--- config.mk ---
export PLATFORM = sky130hd
export DESIGN_NAME = hid_remote_event_decoder_core
export DESIGN_NICKNAME = d
export VERILOG_FILES = /design/src/sv/hred_pkg.sv /design/src/sv/hid_remote_event_decoder_core.sv
export SDC_FILE = /design/constraint.sdc
export NUM_CORES = 1
export LEC_CHECK = 0
export BUFFER_PORTS_ARGS = -buffer_cell sky130_fd_sc_hd__buf_2
export CORE_ASPECT_RATIO = 2
export CORE_MARGIN = 2
export CORE_UTILIZATION = 45
export CTS_CLUSTER_SIZE = 24
export DETAILED_ROUTE_END_ITERATION = 6
export PLACE_DENSITY = 0.65
export SLEW_MARGIN = 20
export SYNTH_ARGS = -nofsm -noshare
export SYNTH_HDL_FRONTEND = slang
export SYNTH_SLANG_ARGS = --single-unit
--- constraint.sdc ---
create_clock -name clk -period 6 [get_ports clk]
set_input_delay 0.3 -clock clk [delete_from_list [all_inputs] [get_ports clk]]
set_output_delay 0.3 -clock clk [all_outputs]
set_load 0.01 [all_outputs]
--- src/sv/hred_pkg.sv ---
// Shared constants, types and the dial grid table of the HID remote event decoder.
package hred_pkg;

  localparam logic [31:0] USAGE_FIRST = 32'h0001_0046;
  localparam logic [31:0] USAGE_BURST = 32'hFF00_0000;
  localparam logic [31:0] USAGE_DIAL  = 32'hFFA1_0003;
  localparam logic [31:0] VAL_IGNORE  = 32'hFFFF_FFFF;
  localparam logic [31:0] VAL_RELEASE = 32'hFFFF_FFAA;
  localparam logic [31:0] VAL_DIAL    = 32'h0000_0040;
  localparam logic [31:0] DIAL_FLAG   = 32'h0000_0080;

  localparam int unsigned GRID_SIZE = 9;

  localparam logic [15:0] REPEAT_MASK_RESET = 16'h8000;

  typedef enum logic [1:0] {
    DIAL_IDLE   = 2'd0,
    DIAL_WAIT_X = 2'd1,
    DIAL_WAIT_Y = 2'd2
  } dial_phase_t;

  typedef enum logic {
    STATUS_KEY     = 1'b0,
    STATUS_DIAL_OOR = 1'b1
  } status_t;

  typedef logic [4:0] grid_row_t [GRID_SIZE];

  localparam grid_row_t GRID_ROM [GRID_SIZE] = '{
    '{5'h00, 5'h15, 5'h15, 5'h16, 5'h16, 5'h16, 5'h16, 5'h17, 5'h17},
    '{5'h05, 5'h0d, 5'h11, 5'h12, 5'h12, 5'h12, 5'h16, 5'h17, 5'h17},
    '{5'h05, 5'h09, 5'h0e, 5'h12, 5'h12, 5'h12, 5'h13, 5'h13, 5'h13},
    '{5'h06, 5'h0a, 5'h0a, 5'h0e, 5'h0e, 5'h12, 5'h13, 5'h13, 5'h13},
    '{5'h06, 5'h0a, 5'h0a, 5'h0e, 5'h0e, 5'h0f, 5'h13, 5'h13, 5'h13},
    '{5'h06, 5'h0a, 5'h0a, 5'h0a, 5'h0f, 5'h0f, 5'h0f, 5'h0f, 5'h13},
    '{5'h06, 5'h06, 5'h0b, 5'h0b, 5'h0b, 5'h0f, 5'h0f, 5'h0f, 5'h0f},
    '{5'h07, 5'h07, 5'h0b, 5'h0b, 5'h0b, 5'h0f, 5'h0f, 5'h0f, 5'h0f},
    '{5'h07, 5'h07, 5'h0b, 5'h0b, 5'h0b, 5'h0b, 5'h0f, 5'h0f, 5'h0f}
  };

  // Returns the grid entry, or zero when either nibble lies outside the grid.
  function automatic logic [4:0] grid_lookup(input logic [3:0] x, input logic [3:0] y);
    logic [4:0] entry;
    entry = '0;
    if ((32'(x) < GRID_SIZE) && (32'(y) < GRID_SIZE)) begin
      entry = GRID_ROM[x][y];
    end
    return entry;
  endfunction

endpackage

--- src/sv/hid_remote_event_decoder_core.sv ---
// Top level of the HID remote event decoder: event stream in, key code stream out.
//
//  Channel   Dir  Handshake                Payload
//  --------  ---  -----------------------  ------------------------------------------
//  s_axis    in   s_tvalid / s_tready      s_tdata: usage_id, event_value
//  m_axis    out  m_tvalid / m_tready      m_tdata: prefix_code, key_code, is_repeat;
//                                          m_tuser: status
//  cfg       in   cfg_valid / cfg_ready    cfg_data: repeat_bit_mask
//
// An event is decoded in the cycle it is accepted: the decoder state and the result
// register both load at that clock edge, so a result appears in the cycle after its request.
// One event per clock is sustained; the single result register is the only buffer, and
// s_tready drops only while it holds a result that the sink has not taken.
// Reset (rst, synchronous, active high) clears the decoder state, empties the result
// register and restores repeat_bit_mask to 0x8000. cfg_ready is always high.
module hid_remote_event_decoder_core
  import hred_pkg::*;
#(
  parameter int unsigned BURST_LEN = 8
) (
  input  logic        clk,
  input  logic        rst,
  // Input events.
  input  logic        s_tvalid,
  output logic        s_tready,
  input  logic [63:0] s_tdata,   // [31:0] usage_id, [63:32] event_value
  // Decoded keys.
  output logic        m_tvalid,
  input  logic        m_tready,
  output logic [71:0] m_tdata,   // [31:0] prefix_code, [63:32] key_code, [64] is_repeat,
                                 // [71:65] zero
  output logic        m_tuser,   // [0] status
  // Register write channel.
  input  logic        cfg_valid,
  output logic        cfg_ready,
  input  logic [15:0] cfg_data   // repeat_bit_mask
);

  // The burst counter must hold values up to BURST_LEN - 1.
  localparam int unsigned CW = (BURST_LEN > 2) ? $clog2(BURST_LEN) : 1;

  // Decoder state.
  logic [15:0]   repeat_bit_mask;
  dial_phase_t   dial_phase, dial_phase_next;
  logic [31:0]   dial_x_saved, dial_x_saved_next;
  logic [31:0]   last_key, last_key_next;
  logic          repeat_state, repeat_state_next;
  logic [CW-1:0] burst_count, burst_count_next;
  logic [31:0]   burst_usage, burst_usage_next;
  logic [31:0]   burst_value, burst_value_next;
  logic [31:0]   burst_header_value, burst_header_value_next;

  // Result register.
  logic          out_valid;
  status_t       out_status;
  logic [31:0]   out_prefix;
  logic [31:0]   out_key;
  logic          out_repeat;

  // Result of the event currently offered.
  logic          res_valid;
  status_t       res_status;
  logic [31:0]   res_prefix;
  logic [31:0]   res_key;
  logic          res_repeat;

  logic [31:0]   usage_id;
  logic [31:0]   event_value;
  logic          accept;

  // Burst bookkeeping.
  logic          burst_active;
  logic          burst_first;
  logic [CW:0]   burst_count_inc;
  logic          burst_done;
  logic [31:0]   burst_usage_eff;
  logic [31:0]   burst_value_eff;

  // Dial and vendor path operands.
  logic          dial_run;
  logic [31:0]   dial_usage;
  logic [31:0]   dial_value;
  logic [3:0]    dial_x;
  logic [3:0]    dial_y;
  logic          dial_oor;
  logic [31:0]   dial_key;

  assign usage_id    = s_tdata[31:0];
  assign event_value = s_tdata[63:32];

  assign s_tready  = !out_valid || m_tready;
  assign accept    = s_tvalid && s_tready;
  assign cfg_ready = 1'b1;

  assign m_tvalid = out_valid;
  assign m_tdata  = {7'b0, out_repeat, out_key, out_prefix};
  assign m_tuser  = out_status;

  // While a burst is open every event is swallowed. The second event is captured, and
  // when the counter would reach BURST_LEN the burst closes. With a short burst the
  // closing event can be the captured one, so the capture is bypassed into the decision.
  assign burst_active    = (burst_count != '0);
  assign burst_first     = (burst_count == CW'(1));
  assign burst_count_inc = {1'b0, burst_count} + (CW + 1)'(1);
  assign burst_done      = burst_active && (burst_count_inc == (CW + 1)'(BURST_LEN));
  assign burst_usage_eff = burst_first ? usage_id    : burst_usage;
  assign burst_value_eff = burst_first ? event_value : burst_value;

  // A burst whose second event carried a zero value replays its header event into the
  // dial logic; otherwise the dial logic sees every event not claimed by the other rules.
  always_comb begin
    if (burst_active) begin
      dial_run   = burst_done && (burst_value_eff == '0);
      dial_usage = USAGE_BURST;
      dial_value = burst_header_value;
    end else begin
      dial_run   = (usage_id != USAGE_FIRST) && (usage_id != USAGE_BURST);
      dial_usage = usage_id;
      dial_value = event_value;
    end
  end

  // Dial grid: x comes from the saved event, y from the current one. The high nibbles
  // of both add direction bits on top of the grid entry.
  assign dial_x   = dial_x_saved[3:0];
  assign dial_y   = dial_value[3:0];
  assign dial_oor = (32'(dial_x) >= GRID_SIZE) || (32'(dial_y) >= GRID_SIZE);
  assign dial_key = {27'b0, grid_lookup(dial_x, dial_y)}
                  | {25'b0, dial_x_saved[7:4], 3'b0}
                  | {26'b0, dial_value[7:4], 2'b0}
                  | DIAL_FLAG;

  always_comb begin
    dial_phase_next         = dial_phase;
    dial_x_saved_next       = dial_x_saved;
    last_key_next           = last_key;
    repeat_state_next       = repeat_state;
    burst_count_next        = burst_count;
    burst_usage_next        = burst_usage;
    burst_value_next        = burst_value;
    burst_header_value_next = burst_header_value;
    res_valid  = 1'b0;
    res_status = STATUS_KEY;
    res_prefix = '0;
    res_key    = '0;
    res_repeat = 1'b0;

    if (burst_active) begin
      burst_usage_next = burst_usage_eff;
      burst_value_next = burst_value_eff;
      if (burst_done) begin
        burst_count_next = '0;
        if (burst_value_eff != '0) begin
          res_valid  = 1'b1;
          res_prefix = burst_usage_eff;
          res_key    = burst_value_eff;
          res_repeat = repeat_state;
        end
      end else begin
        burst_count_next = burst_count_inc[CW-1:0];
      end
    end else if (usage_id == USAGE_FIRST) begin
      // The masked bit marks a repeat and is stripped from the key.
      repeat_state_next = ((event_value & {16'b0, repeat_bit_mask}) != '0);
      res_valid  = 1'b1;
      res_prefix = USAGE_FIRST;
      res_key    = event_value & ~{16'b0, repeat_bit_mask};
      res_repeat = repeat_state_next;
    end else if (usage_id == USAGE_BURST) begin
      burst_header_value_next = event_value;
      burst_usage_next        = '0;
      burst_value_next        = '0;
      burst_count_next        = CW'(1);
    end

    if (dial_run) begin
      unique case (dial_phase)
        DIAL_WAIT_Y: begin
          // An out-of-range coordinate keeps the capture waiting for y, so every later event
          // that reaches the dial logic reports the same error until a valid pair arrives.
          dial_x_saved_next = {28'b0, dial_x};
          res_valid = 1'b1;
          if (dial_oor) begin
            res_status = STATUS_DIAL_OOR;
          end else begin
            dial_phase_next = DIAL_IDLE;
            res_prefix      = USAGE_DIAL;
            res_key         = dial_key;
            res_repeat      = repeat_state;
          end
        end
        DIAL_WAIT_X: begin
          dial_x_saved_next = dial_value;
          dial_phase_next   = DIAL_WAIT_Y;
        end
        DIAL_IDLE: begin
          if (dial_usage == USAGE_DIAL) begin
            if (dial_value == VAL_RELEASE) begin
              repeat_state_next = 1'b0;
              last_key_next     = '0;
            end else if (dial_value != VAL_IGNORE) begin
              if (last_key == dial_value) begin
                repeat_state_next = 1'b1;
              end
              last_key_next = dial_value;
              if (dial_value == VAL_DIAL) begin
                dial_phase_next = DIAL_WAIT_X;
              end else begin
                res_valid  = 1'b1;
                res_prefix = USAGE_DIAL;
                res_key    = dial_value;
                res_repeat = repeat_state_next;
              end
            end
          end
        end
        default: begin
          dial_phase_next = dial_phase;
        end
      endcase
    end
  end

  always_ff @(posedge clk) begin
    if (rst) begin
      repeat_bit_mask    <= REPEAT_MASK_RESET;
      dial_phase         <= DIAL_IDLE;
      dial_x_saved       <= '0;
      last_key           <= '0;
      repeat_state       <= 1'b0;
      burst_count        <= '0;
      burst_usage        <= '0;
      burst_value        <= '0;
      burst_header_value <= '0;
      out_valid          <= 1'b0;
    end else begin
      if (cfg_valid && cfg_ready) begin
        repeat_bit_mask <= cfg_data;
      end
      if (accept) begin
        dial_phase         <= dial_phase_next;
        dial_x_saved       <= dial_x_saved_next;
        last_key           <= last_key_next;
        repeat_state       <= repeat_state_next;
        burst_count        <= burst_count_next;
        burst_usage        <= burst_usage_next;
        burst_value        <= burst_value_next;
        burst_header_value <= burst_header_value_next;
        out_valid          <= res_valid;
      end else if (m_tready) begin
        out_valid <= 1'b0;
      end
    end
  end

  // Result payload needs no reset; it is qualified by out_valid.
  always_ff @(posedge clk) begin
    if (accept && res_valid) begin
      out_status <= res_status;
      out_prefix <= res_prefix;
      out_key    <= res_key;
      out_repeat <= res_repeat;
    end
  end

endmodule

# After elaboration in Yosys (flattened, before gate mapping)
# Memory sizes are Yosys's and may differ from the RTL's.
# Cells that the tools add are included.
# totals
regBits	225
rom_bits	720
in_bits	85
output_inout_bits	76
wordCells	160
mem_count	1
# op_classes
add_sub_neg	1
magnitude_cmp	6
eq_ne	19
muxes	82
bitwise_logic	10
n_reduce_logical	26
# mem_list
memory	depth	word_bits	rd	rd_clocked_by_memory_dff	write_ports	line_no	source
(name not given)	16	45	1	0	0	hred_pkg.sv:46	entry = GRID_ROM[x][y];
# op_table
operator	count
$mux W32	29
$pmux W32 S2	2
$eq A32 B32 Y1 const B	3
$mux W45	2
$ne A32 B32 Y1 const B	2
$reduce_bool A32 Y1	2
$and A32 B16 Y32	1
$and A32 B32 Y32	1
$eq A32 B17 Y1 const B	1
$eq A32 B32 Y1	1
$eq A32 B7 Y1 const B	1
$logic_not A32 Y1	1
$ne A32 B17 Y1 const B	1
$not A16 Y32	1
$mux W1	31
$bmux W5 S4	1
$mux W17	1
$pmux W8 S2	1
$mux W5	3
$mux W3	4
$ne A2 B2 Y1 const B	6
$ge A5 B5 Y1 const B	2
$mux W2	5
$not A4 Y5	2
23 further kinds	40

# Depth between registers and ports, before layout
# logic_depth
ltp_word	13
ltp_mapped	14
ltp_nobuf	10

# Least setup slack after synthesis
# No wires, ideal clock.
# synth_path
kind	input port to flip-flop
startpoint	input s_tdata[27]
endpoint	register out_status (netlist: m_tuser), enable pin
setup_ns	0.491
t_arrival_ns	4.961
required_time_ns	5.509
setup_slack_ns	0.548
stages	7
n_path_buf	0
cell_sequence	or4_1 > or4b_1 > or3_1 > nor2_1 > or4_1 > o21ai_0 > nor2_1
# synth_via
elab_chain_cells	10
elab_cells_between_ends	16
cone_classes	4 x eq/ne; 10 x mux; 2 x reduce/logical
# synth_rtl
element	line_no	source
from (decl)	hid_remote_event_decoder_core.sv:26	input logic [63:0] s_tdata,
$eq A32 B17 Y1	hid_remote_event_decoder_core.sv:162	end else if (usage_id == USAGE_FIRST) begin
$mux W1	hid_remote_event_decoder_core.sv:162	
$mux W1	hid_remote_event_decoder_core.sv:148	if (burst_active) begin
$mux W1	hid_remote_event_decoder_core.sv:206	if (dial_value == VAL_DIAL) begin
$mux W1	hid_remote_event_decoder_core.sv:201	end else if (dial_value != VAL_IGNORE) begin
$mux W1	hid_remote_event_decoder_core.sv:198	if (dial_value == VAL_RELEASE) begin
$mux W1	hid_remote_event_decoder_core.sv:197	if (dial_usage == USAGE_DIAL) begin
$pmux W1 S2	hid_remote_event_decoder_core.sv:177	unique case (dial_phase)
$mux W1 *	hid_remote_event_decoder_core.sv:176	if (dial_run) begin
$logic_and A1 B1 Y1 *	hid_remote_event_decoder_core.sv:258	if (accept && res_valid) begin
to (signal assigned)	hid_remote_event_decoder_core.sv:259	out_status <= res_status;
to (decl)	hid_remote_event_decoder_core.sv:55	status_t out_status;
# Every way passes the cells marked *; elsewhere a longest branch is shown, timed or not.
# A chain may end at the register's enable or synchronous reset.

# Worst setup path after layout
# layout_path
startpoint	register burst_count[0]
endpoint	register repeat_state
# layout_via
elab_chain_cells	9
elab_cells_between_ends	22
cone_classes	1 x add/sub; 6 x eq/ne; 11 x mux; 4 x reduce/logical
# layout_rtl
element	line_no	source
from (decl)	hid_remote_event_decoder_core.sv:48	logic [CW-1:0] burst_count, burst_count_next;
from (signal assigned)	hid_remote_event_decoder_core.sv:245	burst_count <= burst_count_next;
$reduce_bool A3 Y1	hid_remote_event_decoder_core.sv:102	assign burst_active = (burst_count != '0);
$mux W32	hid_remote_event_decoder_core.sv:112	if (burst_active) begin
$eq A32 B32 Y1	hid_remote_event_decoder_core.sv:202	if (last_key == dial_value) begin
$mux W1	hid_remote_event_decoder_core.sv:202	
$mux W1	hid_remote_event_decoder_core.sv:201	
$mux W1	hid_remote_event_decoder_core.sv:198	
$mux W1	hid_remote_event_decoder_core.sv:197	
$mux W1	hid_remote_event_decoder_core.sv:177	
$mux W1 *	hid_remote_event_decoder_core.sv:176	
to (signal assigned)	hid_remote_event_decoder_core.sv:244	repeat_state <= repeat_state_next;
to (decl)	hid_remote_event_decoder_core.sv:47	logic repeat_state, repeat_state_next;
# Marked as above.

==> reports/metrics.cfg <==
[route]
drtPass1Iterations=6
vias_per_cell=6.21
drc=0
wl_per_cell_um=24.8
ant_nets=0
drt_first_iter_violations=1003
vias=10607
drt_wl_total_um=42400

[finish]
nFillCells=2392
drive_gt1_share_pct=16.8
area_delta_synth_final_pct=15.5
utilization_pct=52.6
multi_input_area_um2=5560
stdcell_area_um2=13100
seqCellArea_um2=5160
fin_nets=1454

[global_route]
antenna_found_initial=1
grt_remaining_overflow=0
grt_pass1_wl_um=63300
grt_start_max_net_pins=100
grt_usage_pct=31.6
grt_pass1_vias=10483

[synth]
yosysSeqAreaShare_pct=45.5
netlist-cell-type-count=66
synthTopCellsByArea=dfxtp_1 (28%), edfxtp_1 (17%), mux2i_1 (8.7%)
synth_area_per_cell_um2=9.03
synth_area_um2=11400
synthArstFlopShare_pct=0
synth.most_common_cell=nor2_1
yosysWarnings=0
yosys.area.top_type=dfxtp_1
ys_ff_latch=225
synth_cells=1257
synth-edff-count=66
synthFlopType=dfxtp_1
synth_top_cell_area_share_pct=28.0
synthTopCellsByCount=nor2_1 (186), dfxtp_1 (159), mux2i_1 (99)

[placement]
portBuffers=152
placed_cell_area_um2=12300
hpwlAfterDp_um=30300
gp_congestion=0.983

[cts]
hold_buffers=6
cts_tree=yes
cts_resized=0
cts_sinks=225
cts-root-buf=clkbuf_16
post_cts_buffers=0
h-tree-depth=1
numCtsBuffers=22
clk_pin_slew_worst_paths_ps=70
clockBufferDepth=3
clock_latency_ps=540

[floorplan]
row_count=82
die_y_um=229
start_util_pct=45.5
die_w_um=116
core_area_um2=24900
die_area_um2=26600
ios=161

[critical_path]
cp_data_arrival_time_ps=4750
worst_setup_path_start_kind=flip-flop
r2r_slack_ps=1710
reg2reg_from=burst_count[0]$_SDFFE_PP0P_
end_kind=flip-flop
critPathLaunch=burst_count[0]$_SDFFE_PP0P_
critPathKind=reg2reg
crit_required_ps=6460
path_max_fanout=22

[sta]
max_freq_mhz=233
slew_viol_final=0
timing.final.crit_share_pct=71.5
setup_tns_ps=0
tightest_slew_ps=1110
worst_hold_slack_ps=9.73
slew_headroom_pct=26.0
rsz0062_at_grt=false
min_period_ps=4290
setup_viol=0
skew_ps=29.2
finalHoldViolCount=0

[min_path]
hold_path.class=in2reg
min-delay-start=cfg_data[13]

[power]
p_per_area_nw_per_um2=249
ir_drop_mv=0.202
power_mw=3.27
p_leak_nw=4.96

[job]
cap_violations=0

[outcome]
status=completed

-- layout by cell type (no fill, tap or decap), types with 20 or more instances in the layout --
master,instances
a21oi_1,75
a22oi_1,91
buf_2,151
clkbuf_16,25
dfxtp_1,159
edfxtp_1,66
inv_1,56
mux2i_1,99
nand2_1,64
nand4_1,26
nor2_1,183
nor3_1,20
nor4_1,52
o21ai_0,56
-- critical path, cell delays in order, from the launching register on --
cell,delay [ps]
dfxtp_1,370
inv_1,80
ha_1,200
nor2b_4,600
buf_4,390
mux2i_1,840
xnor2_1,180
a221o_1,280
or4_1,420
nor4_1,310
buf_4,220
o21ai_0,90
a41oi_1,210
-- through the flow --
stage / cells / worst slack, ps
floorplan: 1263 / 548
global placement: 1662 / 1880
detailed placement: 1662 / 1830
CTS: 1708 / 1840
global route: 1709 / 1380
finish: 1709 / 1710
-- where the power goes --
| group | total (mW) | internal (mW) | switching, mW |
|---|---|---|---|
| sequential | 1.57 | 1.56 | 0.00706 |
| clock | 1.50 | 0.864 | 0.634 |
| combinational | 0.206 | 0.0585 | 0.148 |
| total | 3.27 | 2.48 | 0.788 |
-- path summary, 6_finish.rpt --
| path | endpoint | cells past startpoint |
|---|---|---|
| worst min register to register | last_key[7]$_SDFFE_PP0P_ | 2 |
| worst max register to register | repeat_state$_SDFFE_PP0P_ | 12 |
| worst max-delay path | repeat_state$_SDFFE_PP0P_ | 12 |
| worst min-delay path | repeat_bit_mask[13]$_SDFFE_PP0P_ | 3 |
-- state kept, by name, indices dropped and copies added (netlist names) --
register and cells:
repeat_state 1, repeat_bit_mask 16, m_tuser 1, out_prefix 32, burst_header_value 32, m_tvalid 1
out_key 32, burst_count 3, out_repeat 1, dial_x_saved 8, burst_value 32, last_key 32
burst_usage 32, dial_phase 2
-- cell type report --
cell class              instances  area share [%]
inverters                      57            1.63
repair buffers                177            7.46
flip-flops and latches        225            39.4
multi-input cells             873            42.4
clock inverters                 9           0.916
diodes                          1          0.0191
clock buffers                  31            5.02
well taps                     336            3.21
-- per-layer routing --
metal	GRT usage (%)	routed length [um]	vias up
met3	4.30	2540	178
met2	54.0	21200	514
met1	32.8	14200	5096
met5	0	0	-
li1	-	-	4819
met4	27.4	4450	0
-- kinds of logic after synthesis --
family / count (synthesis) / share of synthesized area (%)
other cells: 2 / 0.0661
buf+inv: 165 / 6.20
xor+xnor: 20 / 1.54
flops: 225 / 45.5
compound gates: 318 / 18.8
simple gates: 408 / 17.1
fa+ha+maj: 13 / 1.43
mux: 106 / 9.42
Power figures use the tool's default switching activity.
